**config.mk**
```make
export PLATFORM = sky130hd
export DESIGN_NAME = mono_bitmap_window_blit_core_flat
export DESIGN_NICKNAME = d
export VERILOG_FILES = /design/src/rtl/bmwb_pkg.sv /design/src/rtl/bmwb_if.sv /design/src/rtl/bmwb_front.sv /design/src/rtl/bmwb_fifo.sv /design/src/rtl/bmwb_back.sv /design/src/rtl/mono_bitmap_window_blit_core.sv /design/src/flat_wrapper.sv
export VERILOG_INCLUDE_DIRS = /design/src /design/src/rtl
export SDC_FILE = /design/constraint.sdc
export NUM_CORES = 1
export LEC_CHECK = 0
export ABC_AREA = 1
export BUFFER_PORTS_ARGS = -buffer_cell sky130_fd_sc_hd__buf_2
export CORE_AREA = 4 4 177 179
export CTS_BUF_LIST = sky130_fd_sc_hd__clkbuf_16
export CTS_CLUSTER_SIZE = 24
export DETAILED_ROUTE_END_ITERATION = 8
export DIE_AREA = 0 0 181 183
export GPL_TIMING_DRIVEN = 0
export PLACE_DENSITY = 0.46
export SLEW_MARGIN = 30
export SYNTH_ARGS = -nofsm -noshare
export SYNTH_HDL_FRONTEND = slang
export SYNTH_HIERARCHICAL = 1
export SYNTH_SLANG_ARGS = --single-unit
```
**constraint.sdc**
```tcl
create_clock -name clk -period 4 [get_ports clk]
set_input_delay 0.4 -clock clk [delete_from_list [all_inputs] [get_ports clk]]
set_output_delay 0.4 -clock clk [all_outputs]
set_load 0.01 [all_outputs]
```
**src/rtl/assert_macros.svh**
```systemverilog
// ----------------------------------------------------------------------------
// assertion macros
// shared concurrent assertion forms, clocked on clk and disabled while rst is high
// ----------------------------------------------------------------------------
`ifndef ASSERT_MACROS_SVH
`define ASSERT_MACROS_SVH

// same-cycle implication
`define ASSERT_IMPL(label, clk, rst, ante, cons) \
  label: assert property (@(posedge clk) disable iff (rst) (ante) |-> (cons)) \
    else $error("assertion failed");

// next-cycle implication
`define ASSERT_NEXT(label, clk, rst, ante, cons) \
  label: assert property (@(posedge clk) disable iff (rst) (ante) |=> (cons)) \
    else $error("assertion failed");

`endif

```
**src/rtl/bmwb_pkg.sv**
```systemverilog
// ----------------------------------------------------------------------------
// bmwb_pkg
// shared types and constants of the bitmap window blit
// ----------------------------------------------------------------------------
package bmwb_pkg;

  // register indexes
  localparam logic [1:0] REG_COLUMN_START = 2'd0;
  localparam logic [1:0] REG_ROW_START    = 2'd1;
  localparam logic [1:0] REG_PIXEL_WIDTH  = 2'd2;
  localparam logic [1:0] REG_ROW_COUNT    = 2'd3;

  localparam logic [7:0] COL_OFFSET = 8'h25;

  // sequence positions inside one request
  localparam logic [4:0] HDR_FIRST  = 5'd0;
  localparam logic [4:0] DATA_FIRST = 5'd13;
  localparam logic [4:0] DATA_LAST  = 5'd16;

  typedef struct packed {
    logic [7:0] column_start;
    logic [7:0] row_start;
    logic [7:0] pixel_width;
    logic [7:0] row_count;
    logic [6:0] width_div3;
    logic [1:0] width_mod3;
  } cfg_t;

  // one classified request for the back sequencer
  typedef struct packed {
    logic       hdr;
    logic [7:0] bits;
    logic [1:0] pad;
  } desc_t;

  typedef struct packed {
    logic not_full;
    logic not_empty;
  } fifo_stat_t;

endpackage

```
**src/rtl/bmwb_if.sv**
```systemverilog
// ----------------------------------------------------------------------------
// bmwb channel interfaces
// valid/ready channels for bitmap bytes in and bus writes out
// ----------------------------------------------------------------------------
interface bmwb_in_if;
  logic       valid;
  logic       ready;
  logic [7:0] bitmap_byte;

  modport source (output valid, output bitmap_byte, input ready);
  modport sink (input valid, input bitmap_byte, output ready);
endinterface

interface bmwb_out_if;
  logic       valid;
  logic       ready;
  logic       is_data;
  logic [7:0] bus_byte;
  logic       last;

  modport source (output valid, output is_data, output bus_byte, output last, input ready);
  modport sink (input valid, input is_data, input bus_byte, input last, output ready);
endinterface

```
**src/rtl/bmwb_front.sv**
```systemverilog
// ----------------------------------------------------------------------------
// bmwb_front
// accepts bitmap bytes, tracks row and picture position, classifies requests
// ----------------------------------------------------------------------------
module bmwb_front
  import bmwb_pkg::*;
(
  input  logic       clk,
  input  logic       rst,
  input  cfg_t       cfg,
  bmwb_in_if.sink    in_ch,
  input  fifo_stat_t fstat,
  output logic       push,
  output desc_t      desc
);

  logic       header_sent;
  logic [4:0] byte_in_row;
  logic [7:0] rows_done;

  logic [4:0] bpr;
  logic [4:0] cur_byte;
  logic [7:0] cur_rows;
  logic       row_end;
  logic       pic_end;

  assign in_ch.ready = fstat.not_full;
  assign push        = in_ch.valid && fstat.not_full;

  always_comb begin
    bpr = cfg.pixel_width[7:3];
    if (bpr == 5'd0) begin
      bpr = 5'd1;
    end
    // a pending header restarts the picture position
    cur_byte = header_sent ? byte_in_row : 5'd0;
    cur_rows = header_sent ? rows_done : 8'd0;
    row_end  = ({1'b0, cur_byte} + 6'd1) >= {1'b0, bpr};
    pic_end  = ({1'b0, cur_rows} + 9'd1) >= {1'b0, cfg.row_count};
    desc.hdr  = !header_sent;
    desc.bits = in_ch.bitmap_byte;
    desc.pad  = row_end ? cfg.width_mod3 : 2'd0;
  end

  always_ff @(posedge clk) begin
    if (rst) begin
      header_sent <= 1'b0;
      byte_in_row <= 5'd0;
      rows_done   <= 8'd0;
    end else if (push) begin
      if (row_end) begin
        byte_in_row <= 5'd0;
        if (pic_end) begin
          rows_done   <= 8'd0;
          header_sent <= 1'b0;
        end else begin
          rows_done   <= cur_rows + 8'd1;
          header_sent <= 1'b1;
        end
      end else begin
        byte_in_row <= cur_byte + 5'd1;
        rows_done   <= cur_rows;
        header_sent <= 1'b1;
      end
    end
  end

endmodule

```
**src/rtl/bmwb_fifo.sv**
```systemverilog
// ----------------------------------------------------------------------------
// bmwb_fifo
// short request queue between front and back
// ----------------------------------------------------------------------------
module bmwb_fifo
  import bmwb_pkg::*;
#(
  parameter int DEPTH = 2
)
(
  input  logic       clk,
  input  logic       rst,
  input  logic       push,
  input  desc_t      din,
  input  logic       pop,
  output desc_t      dout,
  output fifo_stat_t fstat
);

  localparam int AW = (DEPTH > 1) ? $clog2(DEPTH) : 1;
  localparam int CW = $clog2(DEPTH + 1);

  desc_t         slots [DEPTH];
  logic [AW-1:0] wr_ptr;
  logic [AW-1:0] rd_ptr;
  logic [CW-1:0] count;

  assign fstat.not_full  = count != CW'(DEPTH);
  assign fstat.not_empty = count != CW'(0);
  assign dout            = slots[rd_ptr];

  always_ff @(posedge clk) begin
    if (push) begin
      slots[wr_ptr] <= din;
    end
  end

  always_ff @(posedge clk) begin
    if (rst) begin
      wr_ptr <= '0;
      rd_ptr <= '0;
      count  <= '0;
    end else begin
      if (push) begin
        wr_ptr <= (wr_ptr == AW'(DEPTH - 1)) ? '0 : wr_ptr + AW'(1);
      end
      if (pop) begin
        rd_ptr <= (rd_ptr == AW'(DEPTH - 1)) ? '0 : rd_ptr + AW'(1);
      end
      if (push && !pop) begin
        count <= count + CW'(1);
      end else if (pop && !push) begin
        count <= count - CW'(1);
      end
    end
  end

endmodule

```
**src/rtl/bmwb_back.sv**
```systemverilog
// ----------------------------------------------------------------------------
// bmwb_back
// sequences header, pixel-pair data and pad writes of each request
// ----------------------------------------------------------------------------
`include "assert_macros.svh"

module bmwb_back
  import bmwb_pkg::*;
(
  input  logic       clk,
  input  logic       rst,
  input  cfg_t       cfg,
  input  fifo_stat_t fstat,
  input  desc_t      fdata,
  output logic       pop,
  bmwb_out_if.source out_ch
);

  // header positions
  localparam logic [4:0] H_WIN_X_CMD = 5'd0;
  localparam logic [4:0] H_WIN_X     = 5'd1;
  localparam logic [4:0] H_WIN_Y_CMD = 5'd2;
  localparam logic [4:0] H_WIN_Y     = 5'd3;
  localparam logic [4:0] H_WIN_W_CMD = 5'd4;
  localparam logic [4:0] H_WIN_W     = 5'd5;
  localparam logic [4:0] H_WIN_H_CMD = 5'd6;
  localparam logic [4:0] H_WIN_H     = 5'd7;
  localparam logic [4:0] H_WIN_MODE  = 5'd8;
  localparam logic [4:0] H_COL_LO    = 5'd9;
  localparam logic [4:0] H_COL_HI    = 5'd10;
  localparam logic [4:0] H_ROW_LO    = 5'd11;
  localparam logic [4:0] H_ROW_HI    = 5'd12;

  localparam logic [7:0] CMD_WIN_X  = 8'hf4;
  localparam logic [7:0] CMD_WIN_Y  = 8'hf5;
  localparam logic [7:0] CMD_WIN_W  = 8'hf6;
  localparam logic [7:0] CMD_WIN_H  = 8'hf7;
  localparam logic [7:0] CMD_WIN_EN = 8'hf8;
  localparam logic [7:0] CMD_COL_HI = 8'h10;
  localparam logic [7:0] CMD_ROW_LO = 8'h60;
  localparam logic [7:0] CMD_ROW_HI = 8'h70;

  localparam logic [7:0] PAIR_MAP [4] = '{8'h00, 8'h0f, 8'hf0, 8'hff};

  logic       busy;
  desc_t      cur;
  logic [4:0] step;
  logic [4:0] end_step;
  logic       at_end;
  logic       produce;
  logic       load;
  logic [7:0] cx;
  logic [1:0] pair_idx;
  logic [1:0] pair;
  logic [4:0] data_off;
  logic [7:0] next_byte;

  assign end_step = DATA_LAST + {3'd0, cur.pad};
  assign at_end   = step == end_step;
  assign produce  = busy && (!out_ch.valid || out_ch.ready);
  assign load     = fstat.not_empty && (!busy || (produce && at_end));
  assign pop      = load;
  assign cx       = cfg.column_start + COL_OFFSET;
  assign data_off = step - DATA_FIRST;
  assign pair_idx = data_off[1:0];

  always_comb begin
    case (pair_idx)
      2'd0:    pair = cur.bits[7:6];
      2'd1:    pair = cur.bits[5:4];
      2'd2:    pair = cur.bits[3:2];
      default: pair = cur.bits[1:0];
    endcase
  end

  always_comb begin
    unique case (step)
      H_WIN_X_CMD: next_byte = CMD_WIN_X;
      H_WIN_X:     next_byte = cx;
      H_WIN_Y_CMD: next_byte = CMD_WIN_Y;
      H_WIN_Y:     next_byte = cfg.row_start;
      H_WIN_W_CMD: next_byte = CMD_WIN_W;
      H_WIN_W:     next_byte = COL_OFFSET + {1'b0, cfg.width_div3};
      H_WIN_H_CMD: next_byte = CMD_WIN_H;
      H_WIN_H:     next_byte = cfg.row_count - 8'd1;
      H_WIN_MODE:  next_byte = CMD_WIN_EN;
      H_COL_LO:    next_byte = {4'd0, cx[3:0]};
      H_COL_HI:    next_byte = CMD_COL_HI | {4'd0, cx[7:4]};
      H_ROW_LO:    next_byte = CMD_ROW_LO + {4'd0, cfg.row_start[3:0]};
      H_ROW_HI:    next_byte = CMD_ROW_HI + {4'd0, cfg.row_start[7:4]};
      default: begin
        // data positions map pixel pairs, positions past the data are pad
        next_byte = (step <= DATA_LAST) ? PAIR_MAP[pair] : 8'h00;
      end
    endcase
  end

  always_ff @(posedge clk) begin
    if (rst) begin
      busy         <= 1'b0;
      out_ch.valid <= 1'b0;
    end else begin
      if (produce) begin
        out_ch.valid <= 1'b1;
      end else if (out_ch.ready) begin
        out_ch.valid <= 1'b0;
      end
      if (load) begin
        busy <= 1'b1;
      end else if (produce && at_end) begin
        busy <= 1'b0;
      end
    end
  end

  always_ff @(posedge clk) begin
    if (load) begin
      cur  <= fdata;
      step <= fdata.hdr ? HDR_FIRST : DATA_FIRST;
    end else if (produce) begin
      step <= step + 5'd1;
    end
    if (produce) begin
      out_ch.is_data  <= step >= DATA_FIRST;
      out_ch.bus_byte <= next_byte;
      out_ch.last     <= at_end;
    end
  end

  `ASSERT_IMPL(a_last_is_data, clk, rst, out_ch.valid && out_ch.last, out_ch.is_data)
  `ASSERT_IMPL(a_step_in_range, clk, rst, busy, step <= end_step)
  `ASSERT_IMPL(a_hdr_only_flagged, clk, rst, busy && (step < DATA_FIRST), cur.hdr)

endmodule

```
**src/rtl/mono_bitmap_window_blit_core.sv**
```systemverilog
// ----------------------------------------------------------------------------
// mono_bitmap_window_blit_core
// bitmap byte stream to display controller command and data write sequence
// ----------------------------------------------------------------------------
// Each accepted bitmap byte becomes four data writes (one per 2-bit pixel
// pair, msb pair first, mapped to 00/0f/f0/ff), followed by pixel_width%3
// zero pad writes when it closes a row. The first byte of a picture is
// preceded by thirteen command writes (window setup and cursor address).
// The back sequencer emits one bus write per cycle through its output
// register while the output is not stalled. The front keeps accepting bytes
// into a short request queue while the back drains, so a stalled output does
// not block intake until the queue is full. Registers live on an apb-style
// port at byte addresses 0, 4, 8, 12; the user must write them only while the
// block is idle, and the block itself does not enforce it.
// ----------------------------------------------------------------------------
module mono_bitmap_window_blit_core
  import bmwb_pkg::*;
#(
  parameter int FIFO_DEPTH = 2  // request queue depth, 2 or more
)
(
  input  logic        clk,
  input  logic        rst,
  // configuration port
  input  logic        psel,
  input  logic        penable,
  input  logic        pwrite,
  input  logic [3:0]  paddr,
  input  logic [31:0] pwdata,
  output logic [31:0] prdata,
  output logic        pready,
  // bitmap byte requests in
  bmwb_in_if.sink     in_ch,
  // bus write requests out
  bmwb_out_if.source  out_ch
);

  // configuration registers
  logic [7:0]  column_start;
  logic [7:0]  row_start;
  logic [7:0]  pixel_width;
  logic [7:0]  row_count;

  logic [1:0]  reg_idx;
  logic        wr_en;
  logic [15:0] div_prod;
  logic [6:0]  div3;
  logic [7:0]  mod3_full;
  cfg_t        cfg;

  desc_t       push_desc;
  desc_t       pop_desc;
  logic        push;
  logic        pop;
  fifo_stat_t  fstat;

  assign pready  = 1'b1;
  assign reg_idx = paddr[3:2];
  assign wr_en   = psel && penable && pwrite;

  always_ff @(posedge clk) begin
    if (rst) begin
      column_start <= 8'd0;
      row_start    <= 8'd0;
      pixel_width  <= 8'd8;
      row_count    <= 8'd1;
    end else if (wr_en) begin
      unique case (reg_idx)
        REG_COLUMN_START: column_start <= pwdata[7:0];
        REG_ROW_START:    row_start    <= pwdata[7:0];
        REG_PIXEL_WIDTH:  pixel_width  <= pwdata[7:0];
        REG_ROW_COUNT:    row_count    <= pwdata[7:0];
        default: ;
      endcase
    end
  end

  // read back
  always_comb begin
    unique case (reg_idx)
      REG_COLUMN_START: prdata = {24'd0, column_start};
      REG_ROW_START:    prdata = {24'd0, row_start};
      REG_PIXEL_WIDTH:  prdata = {24'd0, pixel_width};
      REG_ROW_COUNT:    prdata = {24'd0, row_count};
      default:          prdata = 32'd0;
    endcase
  end

  // width / 3 by reciprocal: (w * 171) >> 9 is exact for 8-bit w
  assign div_prod  = {8'd0, pixel_width} * 16'd171;
  assign div3      = div_prod[15:9];
  assign mod3_full = pixel_width - ({div3, 1'b0} + {1'b0, div3});

  always_comb begin
    cfg.column_start = column_start;
    cfg.row_start    = row_start;
    cfg.pixel_width  = pixel_width;
    cfg.row_count    = row_count;
    cfg.width_div3   = div3;
    cfg.width_mod3   = mod3_full[1:0];
  end

  // front: intake and row / picture tracking
  bmwb_front u_front (
    .clk   (clk),
    .rst   (rst),
    .cfg   (cfg),
    .in_ch (in_ch),
    .fstat (fstat),
    .push  (push),
    .desc  (push_desc)
  );

  // request queue
  bmwb_fifo #(
    .DEPTH (FIFO_DEPTH)
  ) u_fifo (
    .clk   (clk),
    .rst   (rst),
    .push  (push),
    .din   (push_desc),
    .pop   (pop),
    .dout  (pop_desc),
    .fstat (fstat)
  );

  // back: write sequencer with output register
  bmwb_back u_back (
    .clk    (clk),
    .rst    (rst),
    .cfg    (cfg),
    .fstat  (fstat),
    .fdata  (pop_desc),
    .pop    (pop),
    .out_ch (out_ch)
  );

endmodule
```
**src/flat_wrapper.sv**
```systemverilog
// flat-port wrapper written by rule: the top's interface ports become plain ports
module mono_bitmap_window_blit_core_flat import bmwb_pkg::*;
#(
  parameter int FIFO_DEPTH = 2                                   
)
  (clk, rst, psel, penable, pwrite, paddr, pwdata, prdata, pready, in_ch_valid, in_ch_bitmap_byte, in_ch_ready, out_ch_valid, out_ch_is_data, out_ch_bus_byte, out_ch_last, out_ch_ready);
  bmwb_in_if in_ch_i ();
  bmwb_out_if out_ch_i ();
  input  logic clk;
  input  logic rst;
  input  logic psel;
  input  logic penable;
  input  logic pwrite;
  input  logic [3:0] paddr;
  input  logic [31:0] pwdata;
  output logic [31:0] prdata;
  output logic pready;
  input wire logic [$bits(in_ch_i.valid)-1:0] in_ch_valid;
  input wire logic [$bits(in_ch_i.bitmap_byte)-1:0] in_ch_bitmap_byte;
  output wire logic [$bits(in_ch_i.ready)-1:0] in_ch_ready;
  output wire logic [$bits(out_ch_i.valid)-1:0] out_ch_valid;
  output wire logic [$bits(out_ch_i.is_data)-1:0] out_ch_is_data;
  output wire logic [$bits(out_ch_i.bus_byte)-1:0] out_ch_bus_byte;
  output wire logic [$bits(out_ch_i.last)-1:0] out_ch_last;
  input wire logic [$bits(out_ch_i.ready)-1:0] out_ch_ready;
  assign in_ch_i.valid = in_ch_valid;
  assign in_ch_i.bitmap_byte = in_ch_bitmap_byte;
  assign in_ch_ready = in_ch_i.ready;
  assign out_ch_valid = out_ch_i.valid;
  assign out_ch_is_data = out_ch_i.is_data;
  assign out_ch_bus_byte = out_ch_i.bus_byte;
  assign out_ch_last = out_ch_i.last;
  assign out_ch_i.ready = out_ch_ready;
  mono_bitmap_window_blit_core #(.FIFO_DEPTH(FIFO_DEPTH)) u_core (.clk(clk), .rst(rst), .psel(psel), .penable(penable), .pwrite(pwrite), .paddr(paddr), .pwdata(pwdata), .prdata(prdata), .pready(pready), .in_ch(in_ch_i), .out_ch(out_ch_i));
endmodule
```
Yosys cells after proc, flatten, opt, wreduce, memory -nomap -nowiden

Memory sizes are Yosys's and may differ from the RTL's. A register that Yosys moved wholly into a read port is not among the register bits.
Index checks and enable logic that the tools add are counted.

Add/sub/neg operators: 18
$mul: 1
Magnitude comparators: 5
Eq/ne operators: 19
Mux-type cells: 31
Bitwise logic cells: 1
Reduce and logical (&&, ||, !) cells: 28

Operator list:

| kind                 | count |
|---|---|
| $pmux 32 s4          | 1 |
| $pmux 8 s13          | 1 |
| $mux 8               | 6 |
| $eq 5x4->1 const B   | 5 |
| $mux 5               | 5 |
| $eq 5x3->1 const B   | 4 |
| $add 7x4->8 const A  | 2 |
| $bmux 8 s2           | 1 |
| $mul 8x8->16 const B | 1 |
| $mux 1               | 12 |
| $add 5x1->5 const B  | 2 |
| $eq 5x2->1 const B   | 2 |
| $logic_not 5->1      | 2 |
| $reduce_bool 2->1    | 5 |
| $add 8x1->9 const B  | 1 |
| $ge 9x8->1           | 1 |
| $add 6x7->8 const A  | 1 |
| $add 8x1->8 const B  | 1 |
| $add 8x6->8 const B  | 1 |
| $logic_and 1x1->1    | 8 |
| $reduce_and 2->1     | 4 |
| $sub 8x1->8 const B  | 1 |
| $add 5x1->6 const B  | 1 |
| $eq 2x2->1 const B   | 3 |
| other kinds (21)     | 32 |

Register bits: 77
Memory bits (writable): 22
Logic and storage cells: 122
Memories: 1

Memories:

| memory              | depth | bits a word | rd ports | clocked after Yosys merged registers in | wr ports | line            | RTL |
|---|---|---|---|---|---|---|---|
| u_core.u_fifo.slots | 2     | 11          | 1        | 1                                       | 1        | bmwb_fifo.sv:23 | `desc_t slots [DEPTH];` |

Depth between registers and ports, before layout

Depth after elaboration: 9
Depth in mapped cells: 23
Mapped depth without buffers: 23

Modules after synthesis

The synthesis kept the hierarchy.

Modules (own cells, without submodules):

| module                       | times used | cells each | area each (µm²) | sequential area each (µm²) |
|---|---|---|---|---|
| mono_bitmap_window_blit_core | 1          | 389        | 2891.5          | 640.6 |
| bmwb_back                    | 1          | 303        | 2055.7          | 790.8 |
| bmwb_front                   | 1          | 217        | 1367.6          | 280.3 |
| bmwb_fifo                    | 1          | 67         | 1059.8          | 760.7 |

Worst setup path before layout

No wires, ideal clock.

Kind: register to register
From: reg u_core.pixel_width[3]
To: reg u_core.u_back.out_ch.bus_byte[6], data pin
Library setup time: 266 ps
Data arrival time: 3834 ps
Required time: 3734 ps
Slack: -100 ps
Stages on the path, launching flop included: 19
Clock period less this slack: 4100 ps
Path through: dfxtp_1 -> ha_1 -> fa_1 -> fa_1 -> fa_1 -> ha_1 -> nand2_1 -> inv_1 -> nand2_1 -> and2_4 -> nand3_1 -> nand2_2 -> inv_2 -> ha_1 -> or2_2 -> nand3_1 -> nand3_1 -> nand3_1 -> nand4_1

Longest elaborated chain between the ends: 3

Ends and longest elaborated chain:

| element                              | line                               | RTL |
|---|---|---|
| from (decl)                          | mono_bitmap_window_blit_core.sv:41 | `logic [7:0] pixel_width;` |
| from (signal assigned)               | mono_bitmap_window_blit_core.sv:71 | `REG_PIXEL_WIDTH: pixel_width <= pwdata[7:0];` |
| $mul 8x8->16                         | mono_bitmap_window_blit_core.sv:90 | `assign div_prod = {8'd0, pixel_width} * 16'd171;` |
| named net u_core.div_prod[9]         | mono_bitmap_window_blit_core.sv:46 | `logic [15:0] div_prod;` |
| $add 6x7->8                          | bmwb_back.sv:83                    | `H_WIN_W: next_byte = COL_OFFSET + {1'b0, cfg.width_div3};` |
| $pmux 8 s13                          | bmwb_back.sv:77                    | `unique case (step)` |
| named net u_core.u_back.next_byte[6] | bmwb_back.sv:56                    | `logic [7:0] next_byte;` |
| to (signal assigned)                 | bmwb_back.sv:125                   | `out_ch.bus_byte <= next_byte;` |
| to (decl)                            | bmwb_if.sv:21                      | `modport source (output valid, output is_data, output bus_byte, output last, input ready);` |

The timed path passes the listed nets, and every way through them passes these cells.
A chain may end at the register's enable or synchronous reset.

Final worst setup path

From: reg u_core.pixel_width[3]
To: reg u_core.u_back.out_ch.bus_byte[4], data pin

The elaborated chain is that of the path after synthesis.

==> flow_summary.json <==
{
  "drv_slew": 0,
  "syn_area_mm2": 0.00737,
  "drcViolationCount": 0,
  "grt-ovfl-total": 0,
  "io_buffers": 36,
  "cp-endpoint": "u_core/u_back/out_ch.bus_byte[4]$_DFFE_PP_",
  "chipHeight_um": 183,
  "nFillCells": 3184,
  "htree_levels": 3,
  "r2r-end": "u_core/u_back/out_ch.bus_byte[4]$_DFFE_PP_",
  "synth.top_cells.by_area": "edfxtp_1 19%, dfxtp_1 14%, nand2_1 12%",
  "rr_startpoint": "u_core/pixel_width[3]$_SDFFE_PP1P_",
  "syn_to_final_growth_pct": 18.6,
  "power_mw": 3.67,
  "ff2ff_path_depth": 19,
  "critPathSlowestCell": "fa_1",
  "viasPerCell": 4.25,
  "die_w_um": 181,
  "period_minus_slack_ps": 4020,
  "total_leakage_power_nw": 4.22,
  "cpMostUsedCell": "nand2_4",
  "vias": 6168,
  "synth_seq_cells": 100,
  "worst_slack_ps": -16.9,
  "final_common_cell": "nand2_1",
  "fmaxAchievable_ghz": 0.249,
  "powerDensity_mw_per_mm2": 420,
  "clockBufferDepth": 2,
  "hold_viol": 0,
  "antenna_found_initial": 2,
  "synth_ff_type": "dfxtp_1",
  "critical_path.top_delay_family": "adder cells",
  "syn_inst": 976,
  "nNetsFinal": 1184,
  "violations": "setup timing",
  "gp_congestion": 0.847,
  "slew_headroom_pct": 60.8,
  "synthArstFlopShare_pct": 0,
  "p_int_mw": 2.30,
  "cts_root_buf": "clkbuf_16",
  "n_antenna_cell": 0,
  "synth-seq-area-share_pct": 33.5,
  "start_util_pct": 24.9,
  "first_iter_violations": 253,
  "grt_pass1_vias": 5946,
  "io_pins": 96,
  "wl_um": 19500,
  "clkPwrFrac_pct": 23.3,
  "cp_max_fo": 3,
  "synth_top_area_share_pct": 19.1,
  "cts_tree": "done",
  "setup_viol_count_final": 2,
  "cp.required_ps": 4100,
  "yosysTopAreaCell": "edfxtp_1",
  "period_share_pct": 100,
  "irDropWorstVdd_mv": 0.194,
  "reg2reg_slack_ps": -20,
  "grt_setup_unrepaired": "true",
  "tightest_slew_ps": 587,
  "crit_chain": "ha_4 > fa_1 > fa_1 > fa_1 > ha_4 > nand2_4 > inv_2 > nand2_1 > and2_4 > nand2_4 > nand2_4 > nand2_4 > inv_4 > ha_4 > or2_4 > a21oi_4 > o21ai_2 > nor2_1 > nand2_1",
  "critPathBufInv": 2,
  "min_path_type": "in -> reg",
  "path_clk_slew_ps": 70,
  "worstSetupEndpointType": "flop",
  "track_usage_pct": 11.8,
  "fin_skew_ps": 7.70,
  "drive_gt1_share_pct": 19.6,
  "startpoint": "u_core/pixel_width[3]$_SDFFE_PP1P_",
  "dr.pass1.iters": 4,
  "combPwrFrac_pct": 36.7,
  "ys_types": 47,
  "cpPeakStageDelay_ps": 510,
  "critical_path_class": "reg -> reg",
  "final_cell_mix": "224 x nand2_1, 130 x nor2_1, 121 x inv_1",
  "synth-warning-count": 6,
  "grt_max_degree": 18,
  "outcome": "finished with violations",
  "die_area_mm2": 0.0331,
  "netSwitchingFraction_pct": 37.3,
  "synth_edf_count": 47,
  "wl_per_cell_um": 13.4,
  "start_kind": "flop",
  "p_seq_share_pct": 40.0,
  "cp.depth": 19,
  "cts_hold_buf": 0,
  "syn_area_per_cell_um2": 7.56,
  "clkLatencyLatePin_ps": 350,
  "drv_cap": 0,
  "worstPathArrival_ps": 4120,
  "grt_pass1_wl_um": 31500,
  "ant_nets": 0,
  "switchingPower_mw": 1.37,
  "clock-sinks": 100,
  "cts_inserted_buffers": 9,
  "dp_hpwl_um": 15500,
  "hold_slack_ps": 233,
  "rows": 63,
  "core_mm2": 0.0296
}
## state kept, by name (all words and copies together) (netlist names), 2 cells and up, named ones only
name,flops
u_core/u_back/out_ch.bus_byte,8
u_core/u_fifo/slots,22
u_core/u_fifo/count,2
u_core/row_start,8
u_core/pixel_width,8
u_core/u_back/cur,10
u_core/u_front/byte_in_row,5
u_core/u_back/step,5
u_core/row_count,8
u_core/column_start,8
u_core/u_front/rows_done,8
## repair_timing
action | 4_1_cts | 5_1_grt
resized for setup | 43 | 14
setup endpoints to repair | 7 | 7
cloned | 0 | 0
buffers inserted | 7 | 3
pin swaps | 16 | 11
## synthesized netlist by cell type, types with 2 or more instances
library cell / instances
o21ai_0: 44
nor2_4: 4
nor2_2: 4
inv_2: 15
buf_4: 35
inv_1: 121
nand3_1: 54
conb_1: 2
nand2_2: 16
buf_6: 2
ha_1: 65
clkbuf_1: 5
o21bai_1: 3
dfxtp_1: 53
nor3_1: 3
nor2_1: 132
o21ai_1: 5
a21oi_1: 35
a21oi_2: 4
nand2_1: 235
mux2_4: 10
o2111ai_1: 3
or2_2: 3
fa_1: 12
a21o_1: 2
o21ai_2: 3
xnor2_1: 4
nand4_1: 23
edfxtp_1: 47
xor2_1: 12
nand3_2: 4
## routing by layer
metal	GRT usage (%)	part of all wire, %
met5	0	0.077
met4	2.94	2.0
met3	2.50	3.8
met2	18.4	44
met1	16.7	50
## through the flow
stage | setup TNS [ps] | instance area (um^2) | worst slack, ps | instances | utilization, %
finish | -21.8 | 8750 | -16.9 | 1451 | 29.6
global route | -936 | 8750 | -233 | 1451 | 29.6
CTS | -110 | 8670 | -46.3 | 1448 | 29.3
detailed placement | -2180 | 8150 | -436 | 1425 | 27.6
global placement | -2230 | 8140 | -440 | 1425 | 27.6
floorplan | 0 | 7480 | 30.8 | 999 | -
## power groups by stage
stage	sequential, mW	clock (mW)	combinational, mW
after CTS	1.47	0.899	1.36
after global placement	1.50	0	1.31
final	1.47	0.857	1.35
after detailed placement	1.50	0	1.31
after global routing	1.49	0.941	1.54
after floorplan	1.49	0	0.927
## worst min-delay path by stage
stage | from | end | slack, ps | cells after the start
after floorplan | u_core/u_front/rows_done[2]$_SDFFE_PP0P_ | u_core/u_front/rows_done[2]$_SDFFE_PP0P_ | 440 | 2
after global placement | u_core/u_front/byte_in_row[4]$_SDFFE_PP0P_ | u_core/u_front/byte_in_row[4]$_SDFFE_PP0P_ | 450 | 2
after detailed placement | u_core/u_front/byte_in_row[4]$_SDFFE_PP0P_ | u_core/u_front/byte_in_row[4]$_SDFFE_PP0P_ | 460 | 2
after CTS | in_ch_bitmap_byte[5] | u_core/u_fifo/slots[0][7]$_DFFE_PP_ | 210 | 1
after global routing | in_ch_bitmap_byte[1] | u_core/u_fifo/slots[0][3]$_DFFE_PP_ | 210 | 1
final | in_ch_bitmap_byte[5] | u_core/u_fifo/slots[0][7]$_DFFE_PP_ | 230 | 1
## cell type report
class                   instances  area (um^2)  area share (%)
plain buffers                  43          309            3.53
repair buffers                 46          255            2.92
well taps                     390          488            5.58
clock inverters                 7         66.3           0.758
inverters                     137          519            5.94
flip-flops and latches        100         2490            28.5
clock buffers                   9          225            2.57
multi-input cells             719         4390            50.2
## worst register-to-register path, stage by stage (launching register included)
cell	delay [ps]
dfxtp_4	360
ha_4	240
fa_1	500
fa_1	440
fa_1	510
ha_4	320
nand2_4	60
inv_2	60
nand2_1	50
and2_4	170
nand2_4	90
nand2_4	50
nand2_4	90
inv_4	50
ha_4	150
or2_4	270
a21oi_4	160
o21ai_2	70
nor2_1	80
nand2_1	60
## cells by family (layout without fill, tap and decap cells)
| logic type | after synthesis | in the layout | synth area share (%) |
|---|---|---|---|
| fa+ha+maj | 77 | 77 | 14.3 |
| buf+inv | 180 | 242 | 11.2 |
| mux | 11 | 11 | 2.19 |
| flops | 100 | 100 | 33.5 |
| xor+xnor | 16 | 16 | 1.90 |
| simple gates | 486 | 486 | 28.6 |
| compound gates | 104 | 104 | 8.16 |
| other cells | 2 | 25 | 0.102 |
Power figures use the tool's default switching activity.
